--- config.mk ---
export PLATFORM = sky130hd
export DESIGN_NAME = wgas_cell
export DESIGN_NICKNAME = d
export VERILOG_FILES = /design/src/rtl/wgas_pkg.sv /design/src/rtl/wgas_cell.sv
export SDC_FILE = /design/constraint.sdc
export NUM_CORES = 1
export LEC_CHECK = 0
export BUFFER_PORTS_ARGS = -buffer_cell sky130_fd_sc_hd__buf_4
export CORE_AREA = 2 2 39 41
export CTS_CLUSTER_DIAMETER = 150
export DETAILED_ROUTE_END_ITERATION = 10
export DIE_AREA = 0 0 41 43
export GPL_ROUTABILITY_DRIVEN = 1
export PLACE_DENSITY = 0.76
export SYNTH_ARGS = -nofsm -noshare
export SYNTH_HDL_FRONTEND = slang
export SYNTH_SLANG_ARGS = --single-unit
--- constraint.sdc ---
create_clock -name clk -period 2.1 [get_ports clk]
set_clock_uncertainty 0.2 [all_clocks]
set_input_delay 0.42 -clock clk [delete_from_list [all_inputs] [get_ports clk]]
set_output_delay 0.42 -clock clk [all_outputs]
set_load 0.02 [all_outputs]
--- src/rtl/wgas_pkg.sv ---
// Shared types, constants and state codes for the weighted graph adjacency store.
`default_nettype none

package wgas_pkg;

    localparam int NAME_W        = 8;
    localparam int WEIGHT_W      = 16;
    localparam int STATUS_W      = 3;
    localparam int IDX_OUT_W     = 4;
    localparam int MAX_NODES_DEF = 16;

    localparam logic [WEIGHT_W-1:0] NO_EDGE = {WEIGHT_W{1'b1}};

    localparam logic [STATUS_W-1:0] STATUS_OK       = 3'd0;
    localparam logic [STATUS_W-1:0] STATUS_FULL     = 3'd1;
    localparam logic [STATUS_W-1:0] STATUS_DUP      = 3'd2;
    localparam logic [STATUS_W-1:0] STATUS_EMPTY    = 3'd3;
    localparam logic [STATUS_W-1:0] STATUS_UNKNOWN  = 3'd4;
    localparam logic [STATUS_W-1:0] STATUS_REPLACED = 3'd5;

    localparam logic FUNC_NODE = 1'b0;
    localparam logic FUNC_EDGE = 1'b1;

    typedef struct packed {
        logic                       func;
        logic [NAME_W-1:0]          first_name;
        logic [NAME_W-1:0]          second_name;
        logic signed [WEIGHT_W-1:0] edge_weight;
    } wgas_item_t;

    typedef struct packed {
        logic [STATUS_W-1:0]  status;
        logic [IDX_OUT_W-1:0] origin_index;
        logic [IDX_OUT_W-1:0] dest_index;
    } wgas_result_t;

    typedef struct packed {
        logic              search;
        logic              load;
        logic [NAME_W-1:0] key_a;
        logic [NAME_W-1:0] key_b;
        logic [NAME_W-1:0] new_name;
    } wgas_cell_ctrl_t;

    typedef enum logic [2:0] {
        S_CLEAR,
        S_IDLE,
        S_DECIDE,
        S_READ,
        S_WRITE2
    } wgas_state_t;

endpackage

`default_nettype wire

--- src/rtl/wgas_cell.sv ---
// One name slot of the node table: holds a name, compares it and passes its fill bit on.
`default_nettype none

module wgas_cell (
    input  logic                     clk,
    input  logic                     rst_n,
    input  wgas_pkg::wgas_cell_ctrl_t ctrl,
    input  logic                     prev_valid,
    output logic                     valid,
    output logic                     match_a,
    output logic                     match_b
);

    import wgas_pkg::*;

    logic [NAME_W-1:0] name_reg;
    logic              valid_reg;
    logic              match_a_reg;
    logic              match_b_reg;
    logic              take;

    // Only the first empty slot, whose left neighbour is filled, takes the new name.
    assign take = ctrl.load && prev_valid && !valid_reg;

    always_ff @(posedge clk or negedge rst_n)
    begin
        if (!rst_n)
        begin
            valid_reg   <= 1'b0;
            match_a_reg <= 1'b0;
            match_b_reg <= 1'b0;
        end
        else
        begin
            if (take)
            begin
                valid_reg <= 1'b1;
            end
            if (ctrl.search)
            begin
                match_a_reg <= valid_reg && (name_reg == ctrl.key_a);
                match_b_reg <= valid_reg && (name_reg == ctrl.key_b);
            end
        end
    end

    always_ff @(posedge clk)
    begin
        if (take)
        begin
            name_reg <= ctrl.new_name;
        end
    end

    assign valid   = valid_reg;
    assign match_a = match_a_reg;
    assign match_b = match_b_reg;

endmodule

`default_nettype wire

-- Yosys cells after proc, flatten, opt, wreduce, memory -nomap -nowiden
Cells that the tools add are included.
- bits in registers: 11
- word-level logic and storage cells: 11
- reductions and logical operators: 5
- equality and inequality tests: 2
- operator list (operator ; count):
    == test 8 bit ; 2
    logical AND 1 bit ; 4
    logical NOT 1 bit ; 1

-- Depth between registers and ports, before layout
Gate-level depths: netlist (run 1).
- depth in word-level cells: 2
- gate-level depth with buffers: 3
- mapped depth without buffers: 3

-- Least setup slack after synthesis (run 1)
No wires, ideal clock.
- path kind: register to register
- from: register valid_reg, in the netlist valid
- to: register name_reg[0], enable pin
- slack: 650 ps
- path buffers: 0
- clock period less this slack: 1450 ps
- stages on the path, launching flop included: 2
- required time: 1530 ps
- data arrival time: 880 ps
- cells stage by stage: dfrtp_1 -> nor2_1
- cells in the longest elaborated chain, start to end: 2
- ends and longest elaborated chain (what ; RTL line ; source):
    from (decl) ; wgas_cell.sv:17 ; logic valid_reg;
    from (signal assigned) ; wgas_cell.sv:29 ; valid_reg <= 1'b0;
    from (signal assigned) ; wgas_cell.sv:37 ; valid_reg <= 1'b1;
    logical NOT 1 bit ; wgas_cell.sv:23 ; assign take = ctrl.load && prev_valid && !valid_reg;
    logical AND 1 bit ; wgas_cell.sv:23 ;
    via take ; wgas_cell.sv:20 ; logic take;
    to (signal assigned) ; wgas_cell.sv:51 ; name_reg <= ctrl.new_name;
    to (decl) ; wgas_cell.sv:16 ; logic [NAME_W-1:0] name_reg;
The timed path passes the listed nets, and every way through them passes these cells.
A chain may end at the register's enable or synchronous reset.

-- Final worst setup path (run 1)
- from: register valid_reg, in the netlist valid
- to: output port valid
- RTL lines (what ; RTL line ; source):
    to (decl) ; wgas_cell.sv:9 ; output logic valid,
No word-level cell between the ends.

==> impl_metrics.ini, run 1 <==
[floorplan]
initial_core_util_pct = 38.6
dieArea_mm2 = 0.00176
rows = 14
io-pin-count = 32
die_height_um = 43
fp.dieW_um = 41
core_area_mm2 = 0.00138

[cells_and_area]
num_antenna_cells = 0
utilization_pct = 60.0
area_growth_pct = 55.5
largest_reg_flops = 8
num-nets-final = 107
layout-drive-gt1-share_pct = 46.8

[yosys]
postSynthCellCount = 40
syn_area_um2 = 534
yosysTopAreaCell = edfxtp_1
yosys_register_bits = 11
yosysSeqAreaShare_pct = 59.0
netlist_top_cells_area = edfxtp_1, xnor2_1, dfrtp_1
synth_nets = 69
yosysWarningCount = 0
synth_cell_types = 11
synth_top_area_share_pct = 45.0
syn_avg_cell_area_um2 = 13.4

[route]
first_pass_iters = 4
drc = 0
viasPerCell = 4.68
wl_per_cell_um = 12.3
routed_wirelength_um = 1150
drt-initial-drc-count = 1
vias = 435
drt.antenna.violating_nets = 0

[clock_network]
clk-insertion-delay-late_ps = 270
clkSlewWorstSetupHoldPaths_ps = 80
cts.path.max_buffers = 2
cts.sink_count = 11
cts.repair.resized = 0
cts_tree = done
cts_made_buffers = 3
ctsHtreeMaxLevel = 1
cts_root_buf = clkbuf_4

[power_and_ir_drop]
p_int_uw = 353
switchingPower_uw = 91.2
combPwrFrac_pct = 14.8
switching_share_pct = 20.5
power_frac_seq_pct = 52.5
clockPowerShare_pct = 32.6
p_leak_uw = 0.000331
vdd_drop_max_uv = 300
pwr_density_cell_mw_per_mm2 = 535

[grt]
grt_usage_pct = 15.6
grt_pass1_vias = 458
grt_first_pass_wirelength_um = 1770
overflow = 0
antenna_found_initial = 0
grt_max_degree = 9

[sta]
rsz0062_at_grt = false
tightestPinTransition_ps = 247
fin_crit_ps = 1480
hold_viol_final = 0
fmax_mhz = 674
slew_headroom_pct = 83.5
finalCritPeriodShare_pct = 70.6
setup_violations = 0
slew_violations = 0
fin_tns_setup_ps = 0

[setup_path]
worst-path-max-fanout = 5
endpoint_kind = output port
crit_arrival_ps = 860
crit_path_start_kind = flip-flop
critPathKind = flip-flop to output port
slowest_stage = dfrtp_1
worst_ep_required_time_ps = 1480
path_buf_inv = 1
crit_family = flip-flops
path_cells = buf_4
max_stage_delay_ps = 420

[place]
numPortBuffers = 31
gp_congestion = 0.667

[run]
cap_violations = 0

[outcome]
status = finished clean

[hold_path]
hp-class = input port to flip-flop
routing by layer:
layer | global-route usage (%) | routed length, um | up-vias | part of all wire [%]
met3 | 4.71 | 105 | 2 | 9.1
met5 | 0 | 0 | - | 0
met4 | 10.0 | 14 | 0 | 1.2
met2 | 26.3 | 593 | 19 | 52
met1 | 15.2 | 434 | 200 | 38
li1 | - | - | 214 | -
timing repair:
item	4_1_cts	5_1_grt
buffers inserted	0	0
hold buffers	1	0
hold endpoints to repair	3	0
setup endpoints to repair	0	0
worst register-to-register path: stages (launching register included):
cell and delay, ps:
edfxtp_1 430, xnor2_1 190, nand3_1 100, o32ai_1 300
Yosys cell counts (all sizes together):
master and count:
xnor2 16, edfxtp 8, nand3 4, dfrtp 3, inv 2, nand4 2
o32ai 2, nand2 1, nand2b 1, nor2 1
cell usage in the layout (no fill, tap or decap):
cell type      instances
nand2_1                1
buf_4                 32
inv_1                  2
dlygate4sd3_1          1
o32ai_2                1
nor2_1                 1
o32ai_1                1
clkbuf_1               1
clkbuf_4               3
nand4_1                2
xnor2_1               16
dfrtp_1                3
nand2b_1               1
nand3_1                4
edfxtp_1               8
power groups by stage:
stage | clock, uW | sequential [uW] | combinational, uW
floorplan | 0 | 238 | 17.4
global route | 158 | 233 | 71.4
finish | 145 | 233 | 65.8
CTS | 147 | 233 | 66.5
global placement | 0 | 238 | 64.0
detailed placement | 0 | 238 | 64.8
per-stage QoR:
step / hold slack [ps] / cells / total power (uW) / cell area (um2) / worst slack [ps]
after detailed placement: 11.8 / 88 / 303 / 795 / 661
final: 122 / 93 / 444 / 831 / 617
after global routing: 113 / 93 / 462 / 831 / 579
after CTS: 120 / 93 / 446 / 831 / 614
after floorplan: -75.6 / 40 / 256 / 534 / 650
after global placement: 10.6 / 88 / 302 / 795 / 750
layout make-up:
| class | instances | area (um2) |
|---|---|---|
| repair buffers | 33 | 250 |
| inverters | 2 | 7.51 |
| clock buffers | 4 | 26.3 |
| multi-input cells | 27 | 211 |
| fillers | 123 | 553 |
| well taps | 16 | 20.0 |
| flip-flops and latches | 11 | 315 |
path summary, 6_finish.rpt:
path                                       start                     to  slack (ps)  cells past startpoint
max                            valid$_DFFE_PN0P_                  valid         620                      1
min in group asynchronous                  rst_n      valid$_DFFE_PN0P_         280                      2
max in group asynchronous                  rst_n    match_b$_DFFE_PN0P_        1330                      2
max reg2reg                name_reg[2]$_DFFE_PP_    match_b$_DFFE_PN0P_         770                      3
min reg2reg                  match_a$_DFFE_PN0P_    match_a$_DFFE_PN0P_         320                      2
min                                      ctrl[4]  name_reg[4]$_DFFE_PP_         120                      1
cells by family (layout without fill, tap and decap cells):
kind of cell    Yosys count  count (layout)  synth area share, %
compound gates            2               2                 4.68
buf+inv                   2              39                 1.41
simple gates              9               9                 8.66
xor+xnor                 16              16                 26.2
flops                    11              11                 59.0
No activity file was read; power rests on OpenSTA's default activity.
==> run 2: changes to the inputs <==
--- a/config.mk
+++ b/config.mk
@@ -5,13 +5,14 @@
 export SDC_FILE = /design/constraint.sdc
 export NUM_CORES = 1
 export LEC_CHECK = 0
+export ABC_AREA = 1
 export BUFFER_PORTS_ARGS = -buffer_cell sky130_fd_sc_hd__buf_4
-export CORE_AREA = 2 2 39 41
+export CORE_MARGIN = 2
+export CORE_UTILIZATION = 39
 export CTS_CLUSTER_DIAMETER = 150
 export DETAILED_ROUTE_END_ITERATION = 10
-export DIE_AREA = 0 0 41 43
 export GPL_ROUTABILITY_DRIVEN = 1
-export PLACE_DENSITY = 0.76
+export PLACE_DENSITY = 0.74
 export SYNTH_ARGS = -nofsm -noshare
 export SYNTH_HDL_FRONTEND = slang
 export SYNTH_SLANG_ARGS = --single-unit
==> constraint.sdc (replaced) <==
create_clock -name clk -period 1.3 [get_ports clk]
set_clock_uncertainty 0.2 [all_clocks]
set_input_delay 0.26 -clock clk [delete_from_list [all_inputs] [get_ports clk]]
set_output_delay 0.26 -clock clk [all_outputs]
set_load 0.02 [all_outputs]
==> run 2 against run 1 <==
Against the previous run: count of clock-buffer cells in the layout did not move; sequential share of layout area fell by 7.7 points; first-iteration DRC count rose to 6.0 times the previous value; highest routed layer is now met3; critical endpoint is now match_b; non-clock buffer count rose by 8; worst setup slack got worse by 600 ps; synthesized cell count rose by 110%; final area rose by 25%; flip-flop and latch count did not move; clock power rose by 56%.
==> impl_metrics.ini, run 2 <==
[outcome]
status = finished clean

[yosys]
synth_nets = 113
synth_edf_count = 8
synth_cell_types = 11
yosysWarningCount = 0
yosysTopAreaCell = edfxtp_1
syn_area_um2 = 634
synthArstFlopShare_pct = 27.3
synth_common_cells = nand2_1, inv_1, edfxtp_1
yosys_register_bits = 11
yosysMostFrequentCell = nand2_1
netlist_top_cells_area = edfxtp_1, nand2_1, dfrtp_1
postSynthCellCount = 84
synth_top_area_share_pct = 37.9
syn_avg_cell_area_um2 = 7.55
synth_ff_type = edfxtp_1
yosysSeqAreaShare_pct = 49.7

[setup_path]
critPathKind = flip-flop to output port
worst-path-max-fanout = 2
crit_path_start_kind = flip-flop
max_stage_delay_ps = 400
slowest_stage = dfrtp_1
endpoint_kind = output port
crit_family = flip-flops
crit_arrival_ps = 820
path_cells = buf_4
path_buf_inv = 1
worst_ep_required_time_ps = 840

[route]
routed_wirelength_um = 1430
vias = 616
drc = 0
wl_per_cell_um = 9.78
viasPerCell = 4.22
drt-initial-drc-count = 6
first_pass_iters = 4
drt.antenna.violating_nets = 0

[sta]
slew_violations = 0
tightestPinTransition_ps = 202
rsz0062_at_grt = false
slew_headroom_pct = 86.5
timing.final.ws_setup_ps = 20.6
setup_violations = 0
finalCritPeriodShare_pct = 98.4
fmax_mhz = 782
fin_crit_ps = 1280
fin_tns_setup_ps = 0
hold_viol_final = 0

[cells_and_area]
num_antenna_cells = 0
num-nets-final = 160
final_cell_mix = nand2_1, buf_4, inv_1
utilization_pct = 68.3
largest_reg_flops = 8
area_growth_pct = 64.1
fillers = 128
layout-drive-gt1-share_pct = 30.8
final_common_cell = nand2_1

[floorplan]
initial_core_util_pct = 41.6
fp.dieW_um = 44.3
core_area_mm2 = 0.00152
dieArea_mm2 = 0.00197
rows = 14
io-pin-count = 32
die_height_um = 44.3

[clock_network]
cts_tree = done
cts.path.max_buffers = 2
ctsHtreeMaxLevel = 1
cts.sink_count = 11
clkSlewWorstSetupHoldPaths_ps = 70
cts_root_buf = clkbuf_4
cts_made_buffers = 3
clk-insertion-delay-late_ps = 260

[grt]
overflow = 0
grt_usage_pct = 16.1
antenna_found_initial = 0
grt_first_pass_wirelength_um = 2340
grt_pass1_vias = 628
grt_max_degree = 10

[place]
dp_hpwl_um = 1080
numPortBuffers = 31
gp_congestion = 0.704
dp_slack_ps = 98.5

[power_and_ir_drop]
p_leak_uw = 0.000550
pwr_density_cell_mw_per_mm2 = 801
vdd_drop_max_uv = 528

[hold_path]
hp-class = input port to flip-flop

[run]
cap_violations = 0
==> run 2: power breakdown <==
part | switching, uW | internal [uW]
Combinational | 83.4 | 121
Sequential | 10.5 | 393
Clock | 107 | 118
==> run 2: kinds of logic after synthesis <==
group	share of synthesized area [%]
AND/OR/NAND/NOR	32.0
buffers and inverters	11.2
flip-flops	49.7
XOR/XNOR	5.52
AO/OA/AOI/OAI	1.58
==> run 2: path summary, 6_finish.rpt <==
path                                           from                     to  slack [ps]  cells past startpoint
worst max-delay path            match_b$_DFFE_PN0P_                match_b          20                      1
worst min-delay path                       ctrl[25]    match_a$_DFFE_PN0P_          70                      4
worst max register to register    valid$_DFFE_PN0P_  name_reg[4]$_DFFE_PP_          70                      2
worst min register to register  match_a$_DFFE_PN0P_    match_a$_DFFE_PN0P_         300                      2
max in group asynchronous                     rst_n    match_a$_DFFE_PN0P_         690                      2
min in group asynchronous                     rst_n    match_b$_DFFE_PN0P_         120                      2
==> run 2: cell type report <==
type | count | area [um2] | share of cell area [%]
repair buffers | 41 | 334 | 32.1
flip-flops and latches | 11 | 315 | 30.3
multi-input cells | 55 | 274 | 26.3
inverters | 19 | 71.3 | 6.85
clock buffers | 4 | 26.3 | 2.52
well taps | 16 | 20.0 | 1.92
==> run 2: metrics by stage <==
stage | total power, uW | area (um2) | hold slack, ps | instances
after global placement | 570 | 895 | -148 | 131
after CTS | 829 | 1020 | 58.2 | 145
final | 833 | 1040 | 69.4 | 146
after global routing | 876 | 1040 | 89.7 | 146
after floorplan | 481 | 642 | -236 | 84
after detailed placement | 573 | 895 | -148 | 131
==> run 2: worst min-delay path: stages <==
cell     delay [ps]
buf_4            80
inv_1            40
nand2_1          50
nand2_1          50
==> run 2: repair_timing <==
item,in CTS,in global routing
hold buffers,9,0
gates resized for setup,0,3
pin swaps,0,1
buffers inserted,1,0
endpoints found under the hold margin,11,0
cloned,0,1
setup endpoints to repair,1,10
==> run 2: layer usage <==
layer  GRT usage (%)  share of wire (%)
met5               0                  0
met4            5.45                  0
met3            2.04                5.6
met2            28.8                 52
met1            19.8                 42
==> run 3: changes to the inputs <==
--- a/config.mk
+++ b/config.mk
@@ -8,11 +8,11 @@
 export ABC_AREA = 1
 export BUFFER_PORTS_ARGS = -buffer_cell sky130_fd_sc_hd__buf_4
 export CORE_MARGIN = 2
-export CORE_UTILIZATION = 39
+export CORE_UTILIZATION = 35
 export CTS_CLUSTER_DIAMETER = 150
 export DETAILED_ROUTE_END_ITERATION = 10
 export GPL_ROUTABILITY_DRIVEN = 1
-export PLACE_DENSITY = 0.74
+export PLACE_DENSITY = 0.68
 export SYNTH_ARGS = -nofsm -noshare
 export SYNTH_HDL_FRONTEND = slang
 export SYNTH_SLANG_ARGS = --single-unit
==> run 3 against run 2 <==
Against the previous run: global-route usage fell by 1.4 points; first-iteration DRC count increased by 50%; final area is 0.48% lower; combinational power decreased by 3%; sequential share of layout area is 0.15 points higher; register-to-register slack lost 20 ps; maximum frequency rose by 0.78%; largest cell class unchanged.
==> impl_metrics.ini, run 3 (synthesis results as in run 2) <==
[outcome]
status = finished clean

[setup_path]
r2r_cells = 2
max_stage_delay_ps = 390
path_cells = buf_4
critPathKind = flip-flop to output port
path_buf_inv = 1
crit_family = flip-flops
worst-path-max-fanout = 2
crit_path_start_kind = flip-flop
worst_ep_required_time_ps = 840
crit_arrival_ps = 810
slowest_stage = dfrtp_1
reg2reg_to = name_reg[4]$_DFFE_PP_
timing.rr.start = valid$_DFFE_PN0P_
critical_path.endpoint = match_b
endpoint_kind = output port
cp.depth = 1
reg2reg_slack_ps = 50
worstSetupStartpoint = match_b$_DFFE_PN0P_

[route]
first_pass_iters = 4
vias = 643
drt-initial-drc-count = 9
drt.antenna.violating_nets = 0
drc = 0
wl_per_cell_um = 9.26
viasPerCell = 4.18
routed_wirelength_um = 1430

[grt]
grt_pass1_vias = 624
grt_max_degree = 10
grt_usage_pct = 14.7
antenna_found_initial = 0
overflow = 0
grt_first_pass_wirelength_um = 2280

[power_and_ir_drop]
vdd_drop_max_uv = 668
switching_share_pct = 23.8
p_leak_uw = 0.000542
total_power_uw = 825
switchingPower_uw = 197
power_frac_seq_pct = 48.8
p_int_uw = 628
pwr_density_cell_mw_per_mm2 = 796
clockPowerShare_pct = 27.3
combPwrFrac_pct = 23.9

[place]
numPortBuffers = 31
gp_congestion = 0.661
placed_cell_area_um2 = 906
dp_slack_ps = 109
dp_hpwl_um = 1150

[cells_and_area]
num_antenna_cells = 0
multi_input_area_um2 = 262
num-nets-final = 159
final_cell_mix = buf_4, nand2_1, inv_1
design_area_mm2 = 0.00104
final_common_cell = buf_4
seqCellArea_um2 = 315
largest_reg_flops = 8
fillers = 151
area_growth_pct = 63.3
layout-drive-gt1-share_pct = 31.0

[hold_path]
worstHoldStart = ctrl[25]
hp-class = input port to flip-flop

[sta]
fin_tns_setup_ps = 0
finalCritPeriodShare_pct = 97.7
hold_viol_final = 0
slew_violations = 0
timing.final.ws_setup_ps = 30.4
slew_headroom_pct = 83.8
fin_hold_ws_ps = 60.0
fmax_mhz = 788
rsz0062_at_grt = false
setup_violations = 0
tightestPinTransition_ps = 242
fin_crit_ps = 1270

[floorplan]
die_height_um = 46.6
rows = 15
io-pin-count = 32
core_area_mm2 = 0.00171
dieArea_mm2 = 0.00217
fp.dieW_um = 46.6
initial_core_util_pct = 37.1

[clock_network]
cts.sink_count = 11
cts.path.max_buffers = 2
clk-insertion-delay-late_ps = 260
cts_tree = done
cts_root_buf = clkbuf_4
ctsHtreeMaxLevel = 1
cts_made_buffers = 3
clkSlewWorstSetupHoldPaths_ps = 70

[run]
cap_violations = 0
==> run 3: cell count changes in the layout (fill, tap and decap cells not counted), sizes merged <==
| cell | delta |
|---|---|
| nor2 | -1 |
==> run 3: final cells by class <==
cell class	count	area share (%)
clock buffer	4	2.54
inverter	19	6.88
multi-input combinational	54	25.2
sequential	11	30.4
tap	25	3.02
timing repair buffer	41	31.9
==> run 3: power groups by stage <==
| stage | combinational [uW] | clock, uW | sequential, uW |
|---|---|---|---|
| final | 197 | 225 | 402 |
| after global routing | 218 | 250 | 403 |
| after CTS | 194 | 230 | 401 |
| after detailed placement | 159 | 0 | 415 |
| after global placement | 156 | 0 | 413 |
| after floorplan | 61.6 | 0 | 419 |
==> run 3: metal layers <==
metal | vias up | share of wire [%] | GRT usage, %
met5 | - | 0 | 0
met4 | 0 | 0 | 3.43
met3 | 0 | 5.8 | 2.35
met2 | 20 | 53 | 27.8
met1 | 282 | 41 | 17.0
li1 | 341 | - | -
==> run 3: worst min-delay path by stage <==
stage / end / slack (ps) / cells after the start
floorplan: match_a$_DFFE_PN0P_ / -240 / 0
global placement: valid$_DFFE_PN0P_ / -150 / 1
detailed placement: valid$_DFFE_PN0P_ / -140 / 1
CTS: match_b$_DFFE_PN0P_ / 50 / 4
global route: match_b$_DFFE_PN0P_ / 60 / 4
finish: match_b$_DFFE_PN0P_ / 60 / 4
==> run 3: through the flow <==
stage,utilization (%),instances
after floorplan,-,84
after global placement,53.0,140
after detailed placement,53.0,140
after CTS,60.3,154
after global routing,60.7,154
final,60.7,154
==> run 3: timing repair <==
action	4_1_cts	5_1_grt
resized for setup	0	2
pin swaps	0	1
endpoints found under the hold margin	11	0
setup buffers	1	0
hold buffers	9	0
setup endpoints to repair	1	9
